$ cat config.mk
export PLATFORM = sky130hd
export DESIGN_NAME = can_bit_timing_solver_top
export DESIGN_NICKNAME = d
export VERILOG_FILES = /design/src/sv/can_bt_pkg.sv /design/src/sv/can_bit_timing_solver_top.sv
export SDC_FILE = /design/constraint.sdc
export NUM_CORES = 1
export LEC_CHECK = 0
export BUFFER_PORTS_ARGS = -buffer_cell sky130_fd_sc_hd__buf_2
export CELL_PAD_IN_SITES_DETAIL_PLACEMENT = 0
export CELL_PAD_IN_SITES_GLOBAL_PLACEMENT = 1
export CORE_MARGIN = 5
export CORE_UTILIZATION = 30
export DETAILED_ROUTE_END_ITERATION = 8
export PLACE_DENSITY_LB_ADDON = 0.08
export SYNTH_ARGS = -nofsm -noshare
export SYNTH_HDL_FRONTEND = slang
export SYNTH_SLANG_ARGS = --single-unit
$ cat constraint.sdc
create_clock -name clk -period 4.9 [get_ports clk]
set_input_delay 0.49 -clock clk [delete_from_list [all_inputs] [get_ports clk]]
set_output_delay 0.49 -clock clk [all_outputs]
set_load 0.01 [all_outputs]
$ cat src/sv/can_bt_pkg.sv
// Package for the CAN bit timing solver: field widths, search limits and
// the segment split for a given quanta count. No dependencies.
package can_bt_pkg;

	localparam int CLK_W   = 27;
	localparam int RATE_W  = 23;
	localparam int TQ_W    = 5;
	localparam int DEN_W   = RATE_W + TQ_W;
	localparam int PRESC_W = 10;
	localparam int SEG_W   = 5;
	localparam int SJW_W   = 3;
	localparam int CNT_W   = 5;

	localparam logic [TQ_W-1:0]    TQ_MAX    = 5'd25;
	localparam logic [TQ_W-1:0]    TQ_MIN    = 5'd8;
	localparam logic [CLK_W-1:0]   PRESC_MAX = 27'd512;
	localparam logic [SEG_W-1:0]   SJW_CAP   = 5'd4;
	localparam logic [CLK_W-1:0]   KCLK_RESET = 27'd25000000;
	localparam logic [CNT_W-1:0]   DIV_STEPS_M1 = 5'(CLK_W - 1);

	localparam logic REG_KCLK = 1'b0;

	typedef struct packed {
		logic [SEG_W-1:0] seg1;
		logic [SEG_W-1:0] seg2;
		logic [SJW_W-1:0] sjw;
	} seg_split_t;

	// Sample point near 87.5%: span = floor(7t/8), at most t-2 (t >= 8 here).
	function automatic seg_split_t seg_split(input logic [TQ_W-1:0] total);
		logic [7:0] span;
		logic [7:0] tmax;
		logic [SEG_W-1:0] s2;
		seg_split_t r;
		span = (8'(total) * 8'd7) >> 3;
		tmax = 8'(total) - 8'd2;
		if (span > tmax)
			span = tmax;
		s2 = total - span[SEG_W-1:0];
		r.seg1 = span[SEG_W-1:0] - 5'd1;
		r.seg2 = s2;
		r.sjw  = (s2 < SJW_CAP) ? s2[SJW_W-1:0] : SJW_CAP[SJW_W-1:0];
		return r;
	endfunction

endpackage

$ cat src/sv/can_bit_timing_solver_top.sv
// CAN nominal bit timing solver, top level. Bit-serial restoring divider
// over candidate quanta counts 25 down to 8. Depends on can_bt_pkg.
//
// channel  | handshake            | payload
// ---------+----------------------+---------------------------------------
// request  | start / busy         | bitrate
// result   | done (1 cycle)       | found, prescaler, seg1, seg2, jump_width
// config   | APB psel/penable/... | kernel_clock_hz at byte address 0
//
// Each candidate count passes ST_MUL for rate*count, ST_DIV for the
// one-bit-per-cycle division of the kernel clock, and ST_CHECK.
// A zero bitrate goes through ST_FAIL alone; otherwise the run time is
// set by the number of candidates tried before an exact divisor is hit.
// arst_n clears the sequencer and loads the clock register with 25 MHz.
// The receiver cannot stall: done is high for one cycle per request.
module can_bit_timing_solver_top
	import can_bt_pkg::*;
(
	input  logic                 clk,
	input  logic                 arst_n,
	input  logic                 start,
	output logic                 busy,
	input  logic [RATE_W-1:0]    bitrate,
	output logic                 done,
	output logic                 found,
	output logic [PRESC_W-1:0]   prescaler,
	output logic [SEG_W-1:0]     seg1,
	output logic [SEG_W-1:0]     seg2,
	output logic [SJW_W-1:0]     jump_width,
	input  logic                 psel,
	input  logic                 penable,
	input  logic                 pwrite,
	input  logic [2:0]           paddr,
	input  logic [31:0]          pwdata,
	output logic [31:0]          prdata,
	output logic                 pready
);

	localparam logic [2:0] ST_IDLE  = 3'd0;
	localparam logic [2:0] ST_MUL   = 3'd1;
	localparam logic [2:0] ST_DIV   = 3'd2;
	localparam logic [2:0] ST_CHECK = 3'd3;
	localparam logic [2:0] ST_FAIL  = 3'd4;

	logic [2:0]          state_q;
	logic [CLK_W-1:0]    kclk_q;
	logic [RATE_W-1:0]   rate_q;
	logic [TQ_W-1:0]     total_q;
	logic [DEN_W-1:0]    denom_q;
	logic [DEN_W-1:0]    rem_q;
	logic [CLK_W-1:0]    quo_q;
	logic [CNT_W-1:0]    cnt_q;
	logic                done_q;
	logic                found_q;
	logic [PRESC_W-1:0]  presc_q;
	logic [SEG_W-1:0]    seg1_q;
	logic [SEG_W-1:0]    seg2_q;
	logic [SJW_W-1:0]    sjw_q;

	logic                reg_idx;
	logic                cfg_wr;
	logic [DEN_W:0]      trial;
	logic [DEN_W:0]      diff;
	logic                fits;
	logic                exact;
	seg_split_t          split;

	// paddr[1:0] are byte lanes within the word
	assign reg_idx = paddr[2];
	assign cfg_wr  = psel && penable && pwrite && (reg_idx == REG_KCLK);
	assign pready  = 1'b1;
	assign prdata  = (reg_idx == REG_KCLK) ? {5'd0, kclk_q} : 32'd0;

	always_ff @(posedge clk or negedge arst_n) begin
		if (!arst_n)
			kclk_q <= KCLK_RESET;
		else if (cfg_wr)
			kclk_q <= pwdata[CLK_W-1:0];
	end

	// one quotient bit per cycle, dividend bits shifted in from the top of quo_q
	assign trial = {rem_q, quo_q[CLK_W-1]};
	assign diff  = trial - {1'b0, denom_q};
	assign fits  = !diff[DEN_W];

	assign exact = (rem_q == '0) && (quo_q != '0) && (quo_q <= PRESC_MAX);
	assign split = seg_split(total_q);

	always_ff @(posedge clk or negedge arst_n) begin
		if (!arst_n) begin
			state_q <= ST_IDLE;
			done_q  <= 1'b0;
		end else begin
			done_q <= 1'b0;
			unique case (state_q)
				ST_IDLE: begin
					if (start)
						state_q <= (bitrate == '0) ? ST_FAIL : ST_MUL;
				end
				ST_MUL:   state_q <= ST_DIV;
				ST_DIV: begin
					if (cnt_q == '0)
						state_q <= ST_CHECK;
				end
				ST_CHECK: begin
					if (exact || total_q == TQ_MIN) begin
						state_q <= ST_IDLE;
						done_q  <= 1'b1;
					end else begin
						state_q <= ST_MUL;
					end
				end
				ST_FAIL: begin
					state_q <= ST_IDLE;
					done_q  <= 1'b1;
				end
				default:  state_q <= ST_IDLE;
			endcase
		end
	end

	always_ff @(posedge clk) begin
		case (state_q)
			ST_IDLE: begin
				rate_q  <= bitrate;
				total_q <= TQ_MAX;
			end
			ST_MUL: begin
				denom_q <= DEN_W'(rate_q) * DEN_W'(total_q);
				rem_q   <= '0;
				quo_q   <= kclk_q;
				cnt_q   <= DIV_STEPS_M1;
			end
			ST_DIV: begin
				rem_q <= fits ? diff[DEN_W-1:0] : trial[DEN_W-1:0];
				quo_q <= {quo_q[CLK_W-2:0], fits};
				cnt_q <= cnt_q - 5'd1;
			end
			ST_CHECK: begin
				total_q <= total_q - 5'd1;
				found_q <= exact;
				presc_q <= exact ? quo_q[PRESC_W-1:0] : '0;
				seg1_q  <= exact ? split.seg1 : '0;
				seg2_q  <= exact ? split.seg2 : '0;
				sjw_q   <= exact ? split.sjw : '0;
			end
			ST_FAIL: begin
				found_q <= 1'b0;
				presc_q <= '0;
				seg1_q  <= '0;
				seg2_q  <= '0;
				sjw_q   <= '0;
			end
			default: ;
		endcase
	end

	assign busy       = (state_q != ST_IDLE);
	assign done       = done_q;
	assign found      = found_q;
	assign prescaler  = presc_q;
	assign seg1       = seg1_q;
	assign seg2       = seg2_q;
	assign jump_width = sjw_q;

endmodule

==> out/summary.txt <==
CTS H-tree lvls: 4
Setup Skew: 18.9 ps
CTS max path bufs: 2
unrepaired setup endpoints after global routing: true
Finished Core Util: 35.9%
routed len/inst: 16.3 µm
total track usage: 13.8%
port bufs: 109
Post-synth ARST share: 18.1%
largest net degree at the start of global routing: 54
Max-cap violations: 0
type of origin of the critical path: flop
Worst setup EP type: flop
core area: 41800 µm²
total die area: 46200 µm²
Slew @ Worst Pin: 1140 ps
first-pass GRT wire length: 50800 µm
minimum clock period: 4800 ps
vias in the first global route: 9254
Nets: 1584
initial antenna violation count: 0
largest area contributor in the netlist: edfxtp_1
DRT iter0 DRCs: 396
#FFs+latches synth: 171
total number of yosys warnings: 0
post-synthesis sequential area ratio: 39.6%
status: complete, no violations
Initial Utilization: 30.2%
num rows: 75
die span in y: 215 µm
Synth top area share: 33.4%
EDFF count, synth: 140
crit-path max FO: 6
Arr. time, crit path: 5050 ps
via count: 8882
CTS tree: yes
most numerous cell in the Yosys netlist: nand2_1
top_reg_cell synth: edfxtp_1
Critical Path RT: 5140 ps
gpl congestion: 0.766
Total Wirelength: 31100 µm
synthesized instance count: 1210
CP Class: reg2reg
vias per cell: 4.64
Max Slew Vio Count: 0
Congestion Overflow GR: 0
# hold bufs at CTS: 0
area delta synth->final: 19.0%
Hold Vio Cnt, Final: 0
largest cells by area after synthesis: edfxtp_1 (33%), fa_1 (11%), ha_1 (8.7%)
post-synth cell types: 67
clock root cell: clkbuf_16
DR pass1 iterations: 5
Clock transition at path regs: 80 ps
clock sinks: 171
CTS Buf Count: 17
die width: 215 µm
IO Count: 123
final setup vio count: 0
Final period util: 98.0%
ant diodes: 0
Final ANT Viol Nets: 0
Post-synth top cells: nand2_1 (174), edfxtp_1 (140), inv_1 (105)
Synth Cell Area: 12600 µm²
Mean Syn Cell Area: 10.4 µm²
HP Class: in2async
DRC violation count after routing: 0
Max-slew headroom: 23.6%
Detailed Place HPWL: 23500 µm
clk_lat worst skew: 490 ps
layout cells sized above 1: 22.0%
f_max: 0.208 GHz
-- per-layer routing --
| metal | global-route usage, % | vias up | wire length, µm |
|---|---|---|---|
| met5 | 0 | - | 0 |
| met4 | 4.60 | 0 | 458 |
| met3 | 2.83 | 22 | 770 |
| met2 | 21.1 | 88 | 14200 |
| met1 | 19.5 | 4304 | 15700 |
| li1 | - | 4468 | - |
-- sequential cells by signal (all words and copies together) (netlist names), 10 cells and up --
register,cells
denom_q,28
kclk_q,27
prescaler,10
quo_q,27
rate_q,23
rem_q,28
-- through the flow --
step / worst slack [ps] / cells / hold WS [ps] / cell area (µm²) / TNS (ps)
floorplan: 3.60 / 1214 / 194 / 12700 / 0
global placement: -4.98 / 1862 / 511 / 14100 / -4.98
detailed placement: -38.6 / 1862 / 509 / 14100 / -38.6
CTS: 0.864 / 1896 / 71.7 / 14700 / 0
global route: -127 / 1914 / 126 / 15000 / -335
finish: 96.5 / 1914 / 96.8 / 15000 / 0
-- critical path, stage by stage, from the launching register on --
cell,delay [ps]
edfxtp_1,490
buf_6,180
fa_1,470
and2_4,180
fa_2,400
a21oi_2,140
nor2_1,60
nor2_2,120
xnor2_2,140
ha_1,260
and3_1,150
nand3_1,60
o211ai_1,130
a31oi_4,230
buf_6,150
mux2i_4,260
ha_4,250
nor3b_4,150
a311oi_2,210
xor2_1,270
o21ai_2,110
and2_1,150
-- what timing repair did --
action / CTS / global route
pin swaps: 2 / 29
gates resized for setup: 1 / 28
setup buffers: 2 / 18
endpoints found under the setup margin: 2 / 10
-- cells in the final DEF, fill, tap and decap left out, types with 21 or more instances in the layout --
cell type | Yosys | final
a21o_1 | 23 | 23
a21oi_1 | 47 | 43
and2_1 | 60 | 59
buf_2 | 1 | 109
buf_4 | 6 | 55
edfxtp_1 | 140 | 140
fa_1 | 70 | 67
ha_1 | 88 | 85
inv_1 | 105 | 102
mux2_2 | 27 | 27
mux2i_1 | 22 | 21
nand2_1 | 174 | 172
nor2_1 | 72 | 70
nor2b_1 | 36 | 36
o21ai_0 | 26 | 22
xnor2_1 | 43 | 41
xor2_1 | 22 | 22
-- logic make-up (layout without fill, tap and decap cells) --
logic type | count (synthesis) | after routing | synth area share [%]
other | 2 | 6 | 0.0596
adders and majority gates | 158 | 158 | 19.9
buffers and inverters | 151 | 312 | 4.98
xor gates and xnor gates | 66 | 66 | 4.74
DFF | 171 | 171 | 39.6
AOI/OAI and AO/OA | 173 | 173 | 9.71
muxes | 50 | 50 | 4.28
and+or+nand+nor | 439 | 439 | 16.7
-- cell type report --
cell class | instances | area, µm²
Clock inverter | 15 | 196
Multi-Input combinational cell | 892 | 7190
Timing Repair Buffer | 175 | 1120
Tap cell | 539 | 674
Sequential cell | 171 | 4990
Clock buffer | 17 | 425
Fill cell | 4268 | 26800
Inverter | 105 | 394
-- worst paths after layout --
kind	start	cells after the start	slack, ps	to
worst max register to register	total_q[2]	21	100	jump_width[2]
min in group clk	bitrate[11]	1	190	rate_q[11]
worst max-delay path	total_q[2]	21	100	jump_width[2]
worst min register to register	state_q[2]	1	520	state_q[0]
worst min-delay path	arst_n	1	100	kclk_q[25]
max in group asynchronous	arst_n	1	4300	state_q[2]
Power is not shown: default switching activity piles up to over one toggle a cycle in this logic, so the estimate is an artifact.
